===== config.mk =====
export PLATFORM = sky130hd
export DESIGN_NAME = sdu_ctrl
export DESIGN_NICKNAME = d
export VERILOG_FILES = /design/src/rtl/core/sdu_pkg.sv /design/src/rtl/core/sdu_ctrl.sv
export SDC_FILE = /design/constraint.sdc
export NUM_CORES = 1
export LEC_CHECK = 0
export BUFFER_PORTS_ARGS = -buffer_cell sky130_fd_sc_hd__buf_2
export CAP_MARGIN = 20
export CORE_AREA = 2 2 39 41
export DETAILED_ROUTE_END_ITERATION = 8
export DIE_AREA = 0 0 41 43
export PLACE_DENSITY = 0.31
export SKIP_CTS_REPAIR_TIMING = 1
export SLEW_MARGIN = 10
export SYNTH_ARGS = -nofsm -noshare
export SYNTH_HDL_FRONTEND = slang
export SYNTH_SLANG_ARGS = --single-unit

===== constraint.sdc =====
create_clock -name clock -period 1.44 [get_ports clock]
set_input_delay 0.216 -clock clock [delete_from_list [all_inputs] [get_ports clock]]
set_output_delay 0.216 -clock clock [all_outputs]
set_load 0.005 [all_outputs]

===== src/rtl/core/sdu_pkg.sv =====
// Shared constants and types of the screen difference updater.
package sdu_pkg;

   localparam int DEF_MAX_ROWS    = 64;
   localparam int DEF_MAX_COLUMNS = 128;

   // Fixed field widths of the channels.
   localparam int CHAR_W      = 8;
   localparam int OUT_ROW_W   = 6;
   localparam int OUT_COL_W   = 7;
   localparam int CSR_INDEX_W = 4;
   localparam int CSR_DATA_W  = 8;
   localparam int CFG_ROWS_W  = 7;
   localparam int CFG_COLS_W  = 8;

   // Width in which the saturated window sizes are held and compared.
   localparam int SAT_W = 10;

   localparam logic [CSR_INDEX_W-1:0] REG_SCREEN_ROWS    = 4'd0;
   localparam logic [CSR_INDEX_W-1:0] REG_SCREEN_COLUMNS = 4'd1;

   localparam logic [CFG_ROWS_W-1:0] ROWS_RESET    = 7'd25;
   localparam logic [CFG_COLS_W-1:0] COLUMNS_RESET = 8'd80;
   localparam int MIN_ROWS    = 3;
   localparam int MIN_COLUMNS = 16;

   localparam logic [CHAR_W-1:0] SPACE_CHAR = 8'h20;

   typedef struct packed {
      logic accept;      // capture the request and read the store
      logic finish;      // compare, update the store and load the result
      logic sweep_step;  // write one blank entry of the clearing pass
   } cmd_type;

   typedef struct packed {
      logic out_busy;    // result register full and not being taken
      logic item_mode;   // captured request is a clear
      logic sweep_last;  // clearing pass is at its final entry
   } status_type;

endpackage


===== src/rtl/core/sdu_ctrl.sv =====
// Sequencing state machine of the screen difference updater.
module sdu_ctrl (
   input  logic                clock,
   input  logic                reset,
   input  logic                req_valid,
   output logic                req_ready,
   input  sdu_pkg::status_type status,
   output sdu_pkg::cmd_type    cmd
);
   import sdu_pkg::*;

   localparam logic [1:0] ST_IDLE  = 2'd0;
   localparam logic [1:0] ST_COMP  = 2'd1;
   localparam logic [1:0] ST_SWEEP = 2'd2;

   logic [1:0] state_ff, state_in;

   always_comb begin
      state_in   = state_ff;
      cmd        = '0;
      req_ready  = 1'b0;
      unique case (state_ff)
         ST_IDLE: begin
            req_ready = 1'b1;
            if (req_valid) begin
               cmd.accept = 1'b1;
               state_in   = ST_COMP;
            end
         end
         ST_COMP: begin
            if (!status.out_busy) begin
               cmd.finish = 1'b1;
               state_in   = status.item_mode ? ST_SWEEP : ST_IDLE;
            end
         end
         ST_SWEEP: begin
            cmd.sweep_step = 1'b1;
            if (status.sweep_last) begin
               state_in = ST_IDLE;
            end
         end
         default: begin
            state_in = ST_SWEEP;
         end
      endcase
   end

   // Reset starts with the clearing pass so the store reads as spaces.
   always_ff @(posedge clock) begin
      if (reset) begin
         state_ff <= ST_SWEEP;
      end else begin
         state_ff <= state_in;
      end
   end

endmodule


---- Word level (Yosys, flattened, before mapping) ----
Index checks and enable logic that the tools add are counted.
operators by class
  eq/ne operators ......................... 5
  mux-type cells .......................... 11
  reduce and logical (&&, ||, !) cells .... 2
operator list
  cell                                                 count
  two-way mux 2 bit                                    4
  two-way mux 1 bit                                    6
  != test 2 bit, second input constant                 3
  case mux 2 bit (3 select lines)                      1
  AND reduction 3 bit                                  1
  equality test 2 x 1 -> 1 bit, second input constant  1
  equality test 2 bit, second input constant           1
  zero test 2 bit                                      1
storage, ports and cells
  register bits ........................... 2
  logic and storage cells ................. 19

---- Depth between registers and ports, before layout ----
  word-level depth ........................ 3
  gate-level depth with buffers ........... 2
  mapped depth without buffers ............ 2

---- Least setup slack after synthesis ----
No wires, ideal clock.
  kind .................................... reg-to-output
  from .................................... register state_ff[0]
  to ...................................... output port cmd[2] (netlist name)
  data arrival time ....................... 0.621 ns
  required time ........................... 1.224 ns
  path slack .............................. 0.603 ns
  stages on the path, launching flop included .. 3
  buffers on the path ..................... 0
  cells stage by stage .................... dfxtp_1 nor2_1 and2_1
RTL lines
  element                   line            source
  start: declaration        sdu_ctrl.sv:16  logic [1:0] state_ff, state_in;
  start signal: assignment  sdu_ctrl.sv:53  state_ff <= state_in;
  end: declaration          sdu_ctrl.sv:8   output sdu_pkg::cmd_type cmd

==> impl_metrics.env <==
export IMPL_status="finished, final reports clean"
export IMPL_worst_path_buf_inv=1
export IMPL_ir_drop_mv=0.447
export IMPL_drive_gt1_share_pct=52.0
export IMPL_detail_route_wl_per_cell_um=7.17
export IMPL_cts_sinks=2
export IMPL_clkTransAtPathRegs_ps=30
export IMPL_worstPathArrival_ps=980
export IMPL_rsz0062_at_grt="false"
export IMPL_drc_errors=0
export IMPL_synth_compound_area_share_pct=6.74
export IMPL_critPathKind="reg2out"
export IMPL_path_cells="nor2_1 > and2_1 > buf_2"
export IMPL_viasPerCell=3.27
export IMPL_die_y_um=43
export IMPL_vias=134
export IMPL_setup_tns_ps=0
export IMPL_regArea_sq_um=40.0
export IMPL_period_minus_slack_ps=1190
export IMPL_power_density_nw_per_um2=1150
export IMPL_antenna_found_initial=0
export IMPL_syn_area_per_cell_sq_um=8.57
export IMPL_multi_input_area_sq_um=71.3
export IMPL_period_share_pct=82.7
export IMPL_drt_initial_drc_count=1
export IMPL_diodes=0
export IMPL_grt_pass1_wl_um=572
export IMPL_ys_seq_elements=2
export IMPL_critPathCaptureType="output port"
export IMPL_gp_congestion=0.610
export IMPL_clk_latency_ps=220
export IMPL_start_kind="flop"
export IMPL_max_freq_mhz=839
export IMPL_first_pass_iters=2
export IMPL_synth_cells=13
export IMPL_wl_um=294
export IMPL_hold_violations=0
export IMPL_synth_area_mux_share_pct=8.99
export IMPL_setup_violations=0
export IMPL_grt_use_total_pct=5.21
export IMPL_synth_top_family_by_area="simple AND/OR/NAND/NOR gates"
export IMPL_seq_area_frac_synth_pct=36.0
export IMPL_crit_family="flip-flops"
export IMPL_slew_violations=0
export IMPL_critPathMaxStageDelay_ps=410
export IMPL_worst_pin_slew_ps=206
export IMPL_syn_to_final_growth_pct=78.7
export IMPL_numCtsBuffers=3
export IMPL_die_area_sq_um=1760
export IMPL_grt_overflow=0
export IMPL_cts_tree="yes"
export IMPL_root_buffer="clkbuf_4"
export IMPL_synth_distinct_cells=9
export IMPL_pre_cts_slack_ps=470
export IMPL_largest_register_ffs=2
export IMPL_setup_slack_ps=249
export IMPL_grt_max_degree=7
export IMPL_critPathSlowestCell="dfxtp_1"
export IMPL_synth_nets=19
export IMPL_ant_nets=0
export IMPL_fillCellCount=151
export IMPL_synth_xor_area_share_pct=0
export IMPL_htree_levels=1
export IMPL_grt_pass1_vias=149
export IMPL_clockBufferDepth=2
export IMPL_maxSlewHeadroom_pct=86.2
export IMPL_core_sq_um=1380
export IMPL_hold_class="in2reg"
export IMPL_synth_fa_ha_area_share_pct=0
export IMPL_die_w_um=41
export IMPL_synthSimpleGateAreaFrac_pct=48.3
export IMPL_port_buffers=9
export IMPL_ios=10
export IMPL_top_register="state_ff"
export IMPL_dp_hpwl_um=244
export IMPL_fin_skew_ps=2.54
export IMPL_nets=33
export IMPL_max_cap_violations=0
export IMPL_p_leak_nw=0.0937
export IMPL_required_ps=1220
export IMPL_path_max_fanout=6
export IMPL_initial_core_util_pct=8.05
export IMPL_yosys_warnings=0
export IMPL_synth_cell_area_sq_um=111
export IMPL_num_rows=14
export IMPL_largestRegisters="state_ff: 2 flops"
==> synth_stat cells, drive strengths merged <==
| cell | n | share of area, % |
|---|---|---|
| nor2 | 3 | 10 |
| nor3 | 1 | 9.0 |
| and2 | 1 | 5.6 |
| nor2b | 1 | 5.6 |
| dfxtp | 2 | 36 |
| a22oi | 1 | 6.7 |
| nand2b | 2 | 11 |
| nor3b | 1 | 6.7 |
| mux2i | 1 | 9.0 |
==> power by group <==
group          total [W]  switching (W)  internal [W]  leakage (nW)
clock           0.000118      0.0000268     0.0000915        0.0138
sequential     0.0000703     0.00000863     0.0000617        0.0166
combinational  0.0000399      0.0000163     0.0000236        0.0632
==> worst paths after layout <==
check / endpoint / slack (ps) / cells past startpoint / from
min: state_ff[0] / 210 / 2 / reset
max: cmd[2] / 250 / 3 / state_ff[1]
min reg2reg: state_ff[0] / 540 / 1 / state_ff[1]
max reg2reg: state_ff[0] / 650 / 2 / state_ff[0]
==> final cells by class <==
type	count	area share [%]
flip-flops and latches	2	20.1
repair buffers	9	22.6
clock buffers	3	11.3
multi-input cells	11	35.8
well taps	16	10.1
==> metal layers <==
metal	up-vias	part of all wire (%)	routed length, um	global-route usage (%)
met5	-	0	0	0
met4	0	0	0	4.00
met3	0	18	53	4.71
met2	10	31	92	5.63
met1	54	50	147	6.05
li1	70	-	-	-
==> kinds of logic (layout without fill, tap and decap cells) <==
logic type,Yosys count,after routing
simple gates,9,9
buf+inv,0,12
compound gates,1,1
flops,2,2
mux,1,1
==> stage by stage <==
| stage | area (sq um) | total power [W] | hold WS [ps] | std cells | utilization [%] |
|---|---|---|---|---|---|
| after global placement | 176 | 0.000111 | 423 | 38 | 12.7 |
| after floorplan | 111 | 0.0000889 | 287 | 13 | - |
| after detailed placement | 176 | 0.000112 | 428 | 38 | 12.7 |
| final | 199 | 0.000228 | 206 | 41 | 14.4 |
| after CTS | 199 | 0.000238 | 197 | 41 | 14.4 |
| after global routing | 199 | 0.000252 | 211 | 41 | 14.4 |
==> layout by cell type (no fill, tap or decap), drive strengths merged <==
master,netlist,routed
a22oi,1,1
and2,1,1
buf,0,9
clkbuf,0,3
dfxtp,2,2
mux2i,1,1
nand2b,2,2
nor2,3,3
nor2b,1,1
nor3,1,1
nor3b,1,1
Note: power is estimated with default switching activity, not from simulation.
